File: config.mk
export PLATFORM = sky130hd
export DESIGN_NAME = led_rgb_crossfade_squared
export DESIGN_NICKNAME = d
export VERILOG_FILES = /design/src/rtl/lrcs_pkg.sv /design/src/rtl/lrcs_blend_unit.sv /design/src/rtl/led_rgb_crossfade_squared.sv
export SDC_FILE = /design/constraint.sdc
export NUM_CORES = 1
export LEC_CHECK = 0
export BUFFER_PORTS_ARGS = -buffer_cell sky130_fd_sc_hd__buf_4
export CORE_MARGIN = 1
export CORE_UTILIZATION = 39
export CTS_CLUSTER_SIZE = 14
export DETAILED_ROUTE_END_ITERATION = 8
export PLACE_DENSITY = 0.66
export RECOVER_POWER = 50
export SLEW_MARGIN = 20
export SYNTH_ARGS = -nofsm -noshare
export SYNTH_HDL_FRONTEND = slang
export SYNTH_HIERARCHICAL = 1
export SYNTH_SLANG_ARGS = --single-unit
export TNS_END_PERCENT = 1
File: constraint.sdc
create_clock -name clk -period 9 [get_ports clk]
set_input_delay 1.35 -clock clk [delete_from_list [all_inputs] [get_ports clk]]
set_output_delay 1.35 -clock clk [all_outputs]
set_load 0.02 [all_outputs]
File: src/rtl/lrcs_pkg.sv
// ----------------------------------------------------------------------------
// lrcs_pkg
// Shared types and constants of the RGB crossfade block: field widths, the
// default step count and the rising weight curve of the fade.
// ----------------------------------------------------------------------------
package lrcs_pkg;

	localparam int LEVEL_W        = 8;
	localparam int STEP_W         = 6;
	localparam int STEP_COUNT_DEF = 64;

	// Operands of one channel blend, handed to the shared arithmetic unit.
	typedef struct packed {
		logic [LEVEL_W-1:0] cur;
		logic [LEVEL_W-1:0] goal;
		logic [LEVEL_W-1:0] weight;
	} chan_req_t;

	// Fade curve, indexed by the fade step; rises from 0 to 255.
	localparam logic [LEVEL_W-1:0] WEIGHT_TABLE [64] = '{
		8'd0,   8'd1,   8'd2,   8'd3,   8'd4,   8'd5,   8'd6,   8'd7,
		8'd8,   8'd9,   8'd10,  8'd11,  8'd12,  8'd13,  8'd14,  8'd16,
		8'd18,  8'd20,  8'd22,  8'd24,  8'd27,  8'd30,  8'd33,  8'd36,
		8'd39,  8'd42,  8'd46,  8'd49,  8'd53,  8'd56,  8'd60,  8'd64,
		8'd68,  8'd72,  8'd77,  8'd81,  8'd86,  8'd90,  8'd95,  8'd100,
		8'd105, 8'd110, 8'd116, 8'd121, 8'd127, 8'd132, 8'd138, 8'd144,
		8'd150, 8'd156, 8'd163, 8'd169, 8'd176, 8'd182, 8'd189, 8'd196,
		8'd203, 8'd210, 8'd218, 8'd225, 8'd233, 8'd240, 8'd248, 8'd255
	};

endpackage

File: src/rtl/lrcs_blend_unit.sv
// ----------------------------------------------------------------------------
// lrcs_blend_unit
// Blends one colour channel with a single shared multiplier: squares of the
// current and target levels, their weighted scaling, and a bit-by-bit
// square root of the sum. Twelve multiplier uses per channel.
// ----------------------------------------------------------------------------
module lrcs_blend_unit (
	input  logic                          clk,
	input  logic                          arst_n,
	input  logic                          start,
	input  lrcs_pkg::chan_req_t           req,
	output logic                          done,
	output logic [lrcs_pkg::LEVEL_W-1:0]  root
);

	localparam logic [2:0] PH_IDLE = 3'd0;
	localparam logic [2:0] PH_SQC  = 3'd1;
	localparam logic [2:0] PH_SCA  = 3'd2;
	localparam logic [2:0] PH_SQT  = 3'd3;
	localparam logic [2:0] PH_SCB  = 3'd4;
	localparam logic [2:0] PH_ROOT = 3'd5;

	logic [2:0]  phase_q;
	logic        done_q;
	logic [2:0]  bit_q;
	logic [7:0]  cur_q;
	logic [7:0]  goal_q;
	logic [7:0]  weight_q;
	logic [15:0] sq_q;
	logic [15:0] acc_q;
	logic [7:0]  root_q;

	logic [15:0] mul_x;
	logic [8:0]  mul_y;
	logic [23:0] prod;
	logic [7:0]  trial;
	logic        trial_fits;

	assign trial = root_q | (8'd1 << bit_q);

	always_comb begin
		case (phase_q)
			PH_SQC: begin
				mul_x = {8'd0, cur_q};
				mul_y = {1'b0, cur_q};
			end
			PH_SCA: begin
				mul_x = sq_q;
				mul_y = 9'd256 - {1'b0, weight_q};
			end
			PH_SQT: begin
				mul_x = {8'd0, goal_q};
				mul_y = {1'b0, goal_q};
			end
			PH_SCB: begin
				mul_x = sq_q;
				mul_y = 9'd1 + {1'b0, weight_q};
			end
			PH_ROOT: begin
				mul_x = {8'd0, trial};
				mul_y = {1'b0, trial};
			end
			default: begin
				mul_x = '0;
				mul_y = '0;
			end
		endcase
	end

	// A square times at most 256 stays below 2^24.
	assign prod       = {8'd0, mul_x} * {15'd0, mul_y};
	assign trial_fits = (prod[15:0] <= acc_q);

	always_ff @(posedge clk or negedge arst_n) begin
		if (!arst_n) begin
			phase_q <= PH_IDLE;
			done_q  <= 1'b0;
			bit_q   <= '0;
		end else begin
			done_q <= 1'b0;
			case (phase_q)
				PH_IDLE: begin
					if (start) begin
						phase_q <= PH_SQC;
					end
				end
				PH_SQC:  phase_q <= PH_SCA;
				PH_SCA:  phase_q <= PH_SQT;
				PH_SQT:  phase_q <= PH_SCB;
				PH_SCB: begin
					phase_q <= PH_ROOT;
					bit_q   <= 3'd7;
				end
				PH_ROOT: begin
					if (bit_q == 3'd0) begin
						phase_q <= PH_IDLE;
						done_q  <= 1'b1;
					end else begin
						bit_q <= bit_q - 3'd1;
					end
				end
				default: phase_q <= PH_IDLE;
			endcase
		end
	end

	always_ff @(posedge clk) begin
		case (phase_q)
			PH_IDLE: begin
				if (start) begin
					cur_q    <= req.cur;
					goal_q   <= req.goal;
					weight_q <= req.weight;
				end
			end
			PH_SQC: sq_q  <= prod[15:0];
			PH_SCA: acc_q <= prod[23:8];
			PH_SQT: sq_q  <= prod[15:0];
			PH_SCB: begin
				// The sum stays below 65280, so sixteen bits hold it.
				acc_q  <= acc_q + prod[23:8];
				root_q <= '0;
			end
			PH_ROOT: begin
				if (trial_fits) begin
					root_q <= trial;
				end
			end
			default: ;
		endcase
	end

	assign done = done_q;
	assign root = root_q;

endmodule

File: src/rtl/led_rgb_crossfade_squared.sv
// ----------------------------------------------------------------------------
// led_rgb_crossfade_squared
// Root-mean-square crossfade of LED pixels towards their target colours.
// ----------------------------------------------------------------------------
// One pixel is taken at a time. A pixel that already equals its target
// passes through unchanged: it goes straight to the hold state, from which
// its result moves into the output register. A pixel that moves has its
// three channels blended one after another on a single shared multiplier
// (two squares, two scaling products and an eight-step square root per
// channel). The next pixel is accepted once the finished result has moved
// into the output register, even while that result still waits there. A
// result that is still waiting when the following pixel finishes holds the
// block until it is taken. All pixels of a frame use the same fade step,
// but a pixel flagged restart sets it to zero from that pixel on; the last
// pixel advances it, up to STEP_COUNT - 1, or returns it to zero if nothing
// in the frame moved.
module led_rgb_crossfade_squared #(
	parameter int STEP_COUNT = lrcs_pkg::STEP_COUNT_DEF
) (
	input  logic        clk,
	input  logic        arst_n,
	input  logic        s_axis_tvalid,
	output logic        s_axis_tready,
	// cur_red, cur_green, cur_blue, goal_red, goal_green, goal_blue
	input  logic [47:0] s_axis_tdata,
	// restart
	input  logic [0:0]  s_axis_tuser,
	input  logic        s_axis_tlast,
	output logic        m_axis_tvalid,
	input  logic        m_axis_tready,
	// new_red, new_green, new_blue
	output logic [23:0] m_axis_tdata,
	// pixel_moved, frame_moved
	output logic [1:0]  m_axis_tuser,
	output logic        m_axis_tlast
);

	localparam logic [lrcs_pkg::STEP_W-1:0] STEP_MAX = lrcs_pkg::STEP_W'(STEP_COUNT - 1);

	localparam logic [1:0] ST_IDLE = 2'd0;
	localparam logic [1:0] ST_RUN  = 2'd1;
	localparam logic [1:0] ST_HOLD = 2'd2;

	logic [1:0]                    state_q;
	logic [1:0]                    chan_q;
	logic                          start_q;
	logic [lrcs_pkg::STEP_W-1:0]   fade_step_q;
	logic                          any_moved_q;
	logic                          out_valid_q;

	logic [23:0] cur_q;
	logic [23:0] goal_q;
	logic [7:0]  weight_q;
	logic [23:0] res_q;
	logic        moved_q;
	logic        frame_q;
	logic        last_q;
	logic [23:0] out_data_q;
	logic [1:0]  out_user_q;
	logic        out_last_q;

	logic                        accept;
	logic                        moved_in;
	logic                        any_new;
	logic [lrcs_pkg::STEP_W-1:0] step_eff;
	logic                        out_free;
	logic                        eng_done;
	logic [7:0]                  eng_root;
	lrcs_pkg::chan_req_t         eng_req;

	assign s_axis_tready = (state_q == ST_IDLE);
	assign accept        = s_axis_tvalid && s_axis_tready;
	assign step_eff      = s_axis_tuser[0] ? '0 : fade_step_q;
	assign moved_in      = (s_axis_tdata[23:0] != s_axis_tdata[47:24]);
	assign any_new       = any_moved_q || moved_in;
	assign out_free      = !out_valid_q || m_axis_tready;

	// The channel in work always sits in the low byte of the operand registers.
	assign eng_req.cur    = cur_q[7:0];
	assign eng_req.goal   = goal_q[7:0];
	assign eng_req.weight = weight_q;

	lrcs_blend_unit u_blend (
		.clk    (clk),
		.arst_n (arst_n),
		.start  (start_q),
		.req    (eng_req),
		.done   (eng_done),
		.root   (eng_root)
	);

	always_ff @(posedge clk or negedge arst_n) begin
		if (!arst_n) begin
			state_q     <= ST_IDLE;
			chan_q      <= '0;
			start_q     <= 1'b0;
			fade_step_q <= '0;
			any_moved_q <= 1'b0;
			out_valid_q <= 1'b0;
		end else begin
			start_q <= 1'b0;
			if (out_valid_q && m_axis_tready) begin
				out_valid_q <= 1'b0;
			end
			case (state_q)
				ST_IDLE: begin
					if (accept) begin
						chan_q  <= '0;
						start_q <= moved_in;
						state_q <= moved_in ? ST_RUN : ST_HOLD;
						if (s_axis_tlast) begin
							any_moved_q <= 1'b0;
							if (!any_new) begin
								fade_step_q <= '0;
							end else if (step_eff < STEP_MAX) begin
								fade_step_q <= step_eff + 1'b1;
							end else begin
								fade_step_q <= step_eff;
							end
						end else begin
							any_moved_q <= any_new;
							fade_step_q <= step_eff;
						end
					end
				end
				ST_RUN: begin
					if (eng_done) begin
						if (chan_q == 2'd2) begin
							state_q <= ST_HOLD;
						end else begin
							chan_q  <= chan_q + 2'd1;
							start_q <= 1'b1;
						end
					end
				end
				ST_HOLD: begin
					if (out_free) begin
						out_valid_q <= 1'b1;
						state_q     <= ST_IDLE;
					end
				end
				default: state_q <= ST_IDLE;
			endcase
		end
	end

	always_ff @(posedge clk) begin
		if (accept) begin
			cur_q    <= s_axis_tdata[23:0];
			goal_q   <= s_axis_tdata[47:24];
			weight_q <= lrcs_pkg::WEIGHT_TABLE[step_eff];
			res_q    <= s_axis_tdata[23:0];
			moved_q  <= moved_in;
			frame_q  <= s_axis_tlast && any_new;
			last_q   <= s_axis_tlast;
		end
		if (state_q == ST_RUN && eng_done) begin
			// Results shift in from the top, so red ends in the low byte.
			res_q  <= {eng_root, res_q[23:8]};
			cur_q  <= {8'd0, cur_q[23:8]};
			goal_q <= {8'd0, goal_q[23:8]};
		end
		if (state_q == ST_HOLD && out_free) begin
			out_data_q <= res_q;
			out_user_q <= {frame_q, moved_q};
			out_last_q <= last_q;
		end
	end

	assign m_axis_tvalid = out_valid_q;
	assign m_axis_tdata  = out_data_q;
	assign m_axis_tuser  = out_user_q;
	assign m_axis_tlast  = out_last_q;

endmodule

==> flow_metrics.tcl, run 1 <==
set metrics [dict create \
    syn_to_final_growth_pct 12.3 \
    htreeDepth 4 \
    worst_ep_arrival_time_ns 8.60 \
    cts-root-buf "clkbuf_16" \
    tritoncts "done" \
    crit_top_cell "fa_1" \
    initialDrtViolationCount 1134 \
    cts_buffers 17 \
    wl_per_cell_um 16.9 \
    die_area_um2 38000 \
    cts.reportedPaths.clkPinSlew_ns 0.09 \
    gp_congestion 0.940 \
    grt_max_degree 73 \
    num_antenna_cells 0 \
    timing.final.crit_share_pct 93.4 \
    post-route-min-period_ns 8.41 \
    synthMostInstantiatedCell "nand2_1" \
    ys.flop_type "edfxtp_1" \
    fmax_mhz 119 \
    maxCapViolations 3 \
    worstHoldPathType "flop to flop" \
    netlist.area_leader.share_pct 32.7 \
    synthCells 1512 \
    grt_pass1_wl_mm 56.7 \
    yosysUniqueCellTypes 76 \
    synth-edff-count 158 \
    slowest_delay_ns 0.57 \
    async_reset_ff_share_pct 10.3 \
    postRouteAntennaNets 0 \
    first_pass_iters 6 \
    tns_ns 0 \
    insertion_delay_ns 0.44 \
    num_vias 10900 \
    synth_top_area_cell "edfxtp_1" \
    nNetsFinal 1831 \
    end_kind "flop" \
    dieHeight_um 195 \
    synth_warnings 6 \
    setup_viol 0 \
    worstSetupPathType "flop to flop" \
    grt_antenna_before_repair 0 \
    start_util_pct 39.7 \
    drc 0 \
    wl_mm 34.9 \
    clk_path_buf_depth 2 \
    slew_viol_final 108 \
    core_um2 36600 \
    grt_usage_pct 18.8 \
    synth_nets 1760 \
    hpwl_mm 27.0 \
    crit_family "compound AO/OA/AOI/OAI gates" \
    portBuffers 82 \
    rsz0062_at_grt "no" \
    start_kind "flop" \
    required_ns 9.19 \
    status "complete, but fails checks" \
    ys_seq_area_share_pct 38.3 \
    clock_sinks 194 \
    maxSlewHeadroom_pct -103 \
    pin_count 83 \
    synth.avg_cell_area_um2 9.60 \
    synthTopCellsByArea "edfxtp_1, fa_1, ha_1, nand2_1, inv_1" \
    cts_hold_buf 0 \
    rows 70 \
    violations "max-capacitance violations, max-slew violations" \
    ys_top_cells_by_count "nand2_1, inv_1, edfxtp_1, nor2_1, fa_1" \
    synth_area_um2 14500 \
    cp_max_fo 17 \
    critical_path_buf_inv_count 3 \
    overflow 0 \
    grt_pass1_vias 10900 \
    viasPerCell 5.28 \
    hold_viol_final 0 \
    cp_slowest_cell "fa_1" \
    ys_seq_elements 194 \
    worstMarginPinSlew_ns 3.05 \
    dieWidth_um 195 \
    finClkSkew_ns 0.0169 \
    drive_above_1_share_pct 11.3 \
]
==> path summary, 6_finish.rpt <==
check / from / to / slack, ns / cells after the start
max: u_blend/phase_q[1] / u_blend/acc_q[15] / 0.59 / 28
min: weight_q[0] / u_blend/weight_q[0] / 0.42 / 0
max reg2reg: u_blend/phase_q[1] / u_blend/acc_q[15] / 0.59 / 28
min reg2reg: weight_q[0] / u_blend/weight_q[0] / 0.42 / 0
max in group asynchronous: arst_n / u_blend/bit_q[2] / 7.17 / 1
min in group asynchronous: arst_n / m_axis_tvalid / 1.12 / 1
==> cells in the final DEF, fill, tap and decap left out, types with 9 or more instances in the layout <==
cell,n
o21ai_0,34
a21oi_1,80
nand3_1,39
nand2_1,289
nand2b_1,16
clkbuf_16,17
xor2_1,31
nor2b_1,16
o211ai_1,10
xnor2_1,24
ha_1,95
fa_1,99
dfxtp_1,16
o21ai_1,14
mux2i_1,15
nor2_1,127
o22ai_1,10
dfrtp_1,20
a21o_1,21
o21a_1,9
edfxtp_1,158
or2_2,9
buf_4,105
inv_1,163
nand4_1,9
nor3_1,12
==> flip-flops by register name, indices dropped and copies added (netlist names), 3 cells and up <==
name	count
cur_q	24
goal_q	24
m_axis_tdata	24
res_q	24
u_blend/acc_q	16
u_blend/sq_q	16
u_blend/cur_q	8
u_blend/goal_q	8
u_blend/root	8
u_blend/weight_q	8
weight_q	8
fade_step_q	6
u_blend/bit_q	3
u_blend/phase_q	3
==> layer usage <==
layer | routed length [um] | vias up | global-route usage, %
met5 | 0 | - | 0
met4 | 499 | 0 | 4.75
met3 | 1680 | 36 | 2.15
met2 | 16700 | 333 | 30.7
met1 | 16000 | 5293 | 26.4
li1 | - | 5229 | -
==> metrics by stage <==
stage               utilization, %  hold slack, ns  cell area, um^2  cells  setup WS [ns]
floorplan                        -           0.400            14500   1512           1.38
global placement              42.8           0.401            15700   2032          0.477
detailed placement            42.8           0.405            15700   2032          0.391
CTS                           44.6           0.420            16300   2064          0.345
global route                  44.5           0.421            16300   2064         0.0277
finish                        44.5           0.419            16300   2064          0.593
==> area by class of cell <==
type / instances / area, um^2
clock buffer: 17 / 425
clock inverter: 15 / 215
fill: 3484 / 20300
inverter: 172 / 646
multi-input combinational: 1087 / 8050
sequential: 194 / 5570
tap: 468 / 586
timing repair buffer: 111 / 815
==> what timing repair did <==
item | 4_1_cts | 5_1_grt
buffers inserted | 0 | 0
endpoints found under the setup margin | 0 | 15
endpoints found under the hold margin | 0 | 0
gates resized for setup | 0 | 3
==> cells by family after synthesis <==
logic type,share of synthesized area [%]
flip-flops,38.3
buffers and inverters,6.39
adder cells (fa/ha/maj),21.8
XOR/XNOR,3.32
AO/OA/AOI/OAI,10.8
AND/OR/NAND/NOR,17.1
multiplexers,2.20
Power of run 1 is left out: the tool's default activity adds up to more than one toggle a clock period on the data nets, which glitch-free logic cannot reach.
==> run 2, diff against run 1 <==
--- a/config.mk
+++ b/config.mk
@@ -10,7 +10,6 @@
 export CORE_UTILIZATION = 39
 export CTS_CLUSTER_SIZE = 14
 export DETAILED_ROUTE_END_ITERATION = 8
-export PLACE_DENSITY = 0.66
 export RECOVER_POWER = 50
 export SLEW_MARGIN = 20
 export SYNTH_ARGS = -nofsm -noshare
==> run 2 against run 1 <==
The flow still finishes with violations (max-capacitance violations, max-slew violations). Count of clock-buffer cells in the layout stayed put. Die area stayed put. Sequential share of layout area is 0.11 points higher. Largest cell class unchanged. First-iteration DRC count is 21% lower. Worst setup slack worse by 0.026 ns. Critical path type unchanged. Utilization is 0.14 points lower. Critical endpoint unchanged.
==> flow_metrics.tcl, run 2 (synthesis results as in run 1) <==
set metrics [dict create \
    status "complete, but fails checks" \
    violations "max-capacitance violations, max-slew violations" \
    nNetsFinal 1827 \
    final_cell_mix "nand2_1, inv_1, edfxtp_1" \
    initialDrtViolationCount 900 \
    wl_per_cell_um 16.8 \
    overflow 0 \
    utilization_pct 44.4 \
    grt_pass1_vias 10700 \
    worstSetupPathType "flop to flop" \
    grt_max_degree 73 \
    startpoint "u_blend/phase_q[2]" \
    dieWidth_um 195 \
    cts_buffers 17 \
    first_pass_iters 5 \
    rows 70 \
    clock_sinks 194 \
    final_cells 2060 \
    hpwl_mm 26.8 \
    postRouteAntennaNets 0 \
    timing.final.crit_share_pct 93.7 \
    viasPerCell 5.22 \
    layout_commonest_cell "nand2_1" \
    required_ns 9.20 \
    htreeDepth 4 \
    tns_ns 0 \
    maxCapViolations 2 \
    wl_mm 34.7 \
    gp_congestion 0.905 \
    grt_usage_pct 18.8 \
    num_antenna_cells 0 \
    post-route-min-period_ns 8.43 \
    cp_max_fo 17 \
    drc 0 \
    crit_top_cell "fa_1" \
    worst_ep_arrival_time_ns 8.63 \
    cts-root-buf "clkbuf_16" \
    start_kind "flop" \
    clk_path_buf_depth 2 \
    slew_viol_final 101 \
    hold_viol_final 0 \
    portBuffers 82 \
    insertion_delay_ns 0.44 \
    pin_count 83 \
    min_from "weight_q[7]" \
    setup_viol 0 \
    rr_startpoint "u_blend/phase_q[2]" \
    tritoncts "done" \
    worstHoldPathType "flop to flop" \
    cts_hold_buf 0 \
    maxSlewHeadroom_pct -107 \
    end_kind "flop" \
    dp_cells 2028 \
    grt_pass1_wl_mm 56.6 \
    start_util_pct 39.7 \
    slowest_delay_ns 0.56 \
    cp_slowest_cell "fa_1" \
    syn_to_final_growth_pct 11.9 \
    num_vias 10800 \
    die_area_um2 38000 \
    finClkSkew_ns 0.0178 \
    fmax_mhz 119 \
    worstMarginPinSlew_ns 3.10 \
    drive_above_1_share_pct 10.8 \
    dieHeight_um 195 \
    cts.reportedPaths.clkPinSlew_ns 0.09 \
    grt_antenna_before_repair 0 \
    core_um2 36600 \
    rsz0062_at_grt "no" \
]
-- run 2: area by class of cell --
cell class | instances | area (um^2)
multi-input cells | 1087 | 8040
inverters | 172 | 646
well taps | 468 | 586
flip-flops and latches | 194 | 5570
clock buffers | 17 | 425
fillers | 3535 | 20400
clock inverters | 15 | 209
repair buffers | 107 | 777
-- run 2: final timing paths --
check / to / slack, ns / cells after the start
setup / recovery: u_blend/acc_q[15] / 0.57 / 28
hold / removal: u_blend/weight_q[7] / 0.41 / 0
setup reg to reg: u_blend/acc_q[15] / 0.57 / 28
hold reg to reg: u_blend/weight_q[7] / 0.41 / 0
max in group asynchronous: u_blend/phase_q[2] / 7.21 / 1
min in group asynchronous: m_axis_tvalid / 1.10 / 1
-- run 2: metal layers --
layer,global-route usage [%],part of all wire (%),wire [um]
met1,26.9,47,16400
met2,29.7,47,16200
met3,2.93,5.0,1750
met4,4.64,1.1,392
met5,0,0,0
-- run 2: timing repair --
action / 4_1_cts / 5_1_grt
setup endpoints to repair: 0 / 3
hold endpoints to repair: 0 / 0
gates resized for setup: 0 / 1
setup buffers: 0 / 0
-- run 2: worst max-delay path: cells and delay by family (launching register included) --
kind / cells / cell delay, ns
AOI/OAI and AO/OA: 11 / 2.84
adders and majority gates: 6 / 2.74
and+or+nand+nor: 6 / 1.64
DFF: 1 / 0.48
muxes: 1 / 0.22
buffers and inverters: 3 / 0.16
xor gates and xnor gates: 1 / 0.09
-- run 2: stage by stage --
step	hold WS, ns	cell area [um^2]	setup slack [ns]
finish	0.413	16200	0.567
global route	0.417	16200	0.124
CTS	0.412	16300	0.520
detailed placement	0.405	15600	0.539
global placement	0.402	15600	0.864
floorplan	0.400	14500	1.38
Power of run 2 is left out for the same reason.
==> run 3, diff against run 2 <==
==> constraint.sdc (replaced) <==
create_clock -name clk -period 9 [get_ports clk]
set_input_delay 0.9 -clock clk [delete_from_list [all_inputs] [get_ports clk]]
set_output_delay 0.9 -clock clk [all_outputs]
set_load 0.02 [all_outputs]
==> run 3 against run 2 <==
The flow still finishes with violations (max-capacitance violations, max-slew violations). Register-to-register slack improved by 0.08 ns. Hold slack improved by 0.00059 ns. Utilization fell by 0.26 points. Critical path depth increased by 1. Routed wire length is 0.28% lower. Critical endpoint is now u_blend/acc_q[11]. Largest cell class unchanged. Highest routed layer unchanged.
==> flow_metrics.tcl, run 3 (synthesis results as in run 1) <==
set metrics [dict create \
    cts-root-buf "clkbuf_16" \
    maxCapViolations 2 \
    gp_congestion 0.891 \
    setup_viol 0 \
    fmax_mhz 120 \
    first_pass_iters 5 \
    grt_pass1_vias 10600 \
    nNetsFinal 1827 \
    whs_path_depth 0 \
    worstHoldPathType "flop to flop" \
    rows 70 \
    num_vias 10700 \
    grt_usage_pct 18.8 \
    worstMarginPinSlew_ns 3.04 \
    status "complete, but fails checks" \
    pre_cts_slack_ns 0.537 \
    final_cell_mix "nand2_1, inv_1, edfxtp_1" \
    die_area_um2 38000 \
    violations "max-capacitance violations, max-slew violations" \
    clock_sinks 194 \
    viasPerCell 5.20 \
    hold_viol_final 0 \
    postRouteAntennaNets 0 \
    finClkSkew_ns 0.0222 \
    dieWidth_um 195 \
    end_kind "flop" \
    cp_max_fo 17 \
    clk_path_buf_depth 2 \
    slowest_delay_ns 0.55 \
    htreeDepth 4 \
    cts.reportedPaths.clkPinSlew_ns 0.09 \
    drc 0 \
    wl_per_cell_um 16.8 \
    reg2reg_depth 29 \
    core_um2 36600 \
    grt_antenna_before_repair 0 \
    num_antenna_cells 0 \
    post_cts.repair.setup_buffers 0 \
    drive_above_1_share_pct 9.11 \
    worst_ep_arrival_time_ns 8.55 \
    worstSetupPathType "flop to flop" \
    start_util_pct 39.7 \
    tns_ns 0 \
    overflow 0 \
    cts_hold_buf 0 \
    syn_to_final_growth_pct 11.3 \
    layout_commonest_cell "nand2_1" \
    hpwl_mm 26.8 \
    timing.final.crit_share_pct 92.8 \
    final_cells 2060 \
    start_kind "flop" \
    portBuffers 82 \
    required_ns 9.20 \
    maxSlewHeadroom_pct -102 \
    dp_cells 2028 \
    cts_buffers 17 \
    worst_slack_ns 0.646 \
    grt_max_degree 73 \
    tritoncts "done" \
    pin_count 83 \
    cp_slowest_cell "fa_1" \
    slew_viol_final 101 \
    post-route-min-period_ns 8.35 \
    dieHeight_um 195 \
    insertion_delay_ns 0.44 \
    initialDrtViolationCount 857 \
    wl_mm 34.6 \
    rsz0062_at_grt "no" \
    grt_pass1_wl_mm 56.8 \
]
## run 3: path summary, 6_finish.rpt
kind | endpoint | slack [ns] | from
worst max register to register | u_blend/acc_q[11] | 0.65 | u_blend/phase_q[2]
worst min-delay path | u_blend/weight_q[2] | 0.41 | weight_q[2]
min in group asynchronous | m_axis_tvalid | 0.66 | arst_n
max in group asynchronous | start_q | 7.63 | arst_n
worst min register to register | u_blend/weight_q[2] | 0.41 | weight_q[2]
worst max-delay path | u_blend/acc_q[11] | 0.65 | u_blend/phase_q[2]
## run 3: critical path, delay by kind of cell, from the launching register on
kind / cells / cell delay (ns)
simple gates: 7 / 1.59
flops: 1 / 0.50
fa+ha+maj: 6 / 2.73
xor+xnor: 1 / 0.09
compound gates: 10 / 2.54
mux: 1 / 0.26
buf+inv: 4 / 0.39
## run 3: per-stage QoR
stage | hold WS [ns] | util, % | cell area (um^2)
floorplan | 0.400 | - | 14500
global placement | 0.401 | 42.7 | 15600
detailed placement | 0.405 | 42.7 | 15600
CTS | 0.320 | 44.5 | 16300
global route | 0.417 | 44.1 | 16200
finish | 0.414 | 44.1 | 16200
## run 3: repair_timing
action / 4_1_cts / 5_1_grt
resized for setup: 0 / 2
setup endpoints to repair: 0 / 3
endpoints found under the hold margin: 0 / 0
## run 3: final cells by class
| cell class | instances | area (um^2) |
|---|---|---|
| Fill cell | 3581 | 20500 |
| Multi-Input combinational cell | 1087 | 8040 |
| Sequential cell | 194 | 5570 |
| Timing Repair Buffer | 107 | 676 |
| Inverter | 172 | 646 |
| Tap cell | 468 | 586 |
| Clock buffer | 17 | 425 |
| Clock inverter | 15 | 214 |
## run 3: per-layer routing
layer | GRT usage, % | share of wire (%) | vias to the layer above
met4 | 4.00 | 1.1 | 0
met3 | 2.69 | 4.1 | 31
met5 | 0 | 0 | -
met2 | 29.6 | 46 | 232
li1 | - | - | 5221
met1 | 27.5 | 48 | 5226
Power of run 3 is left out for the same reason.
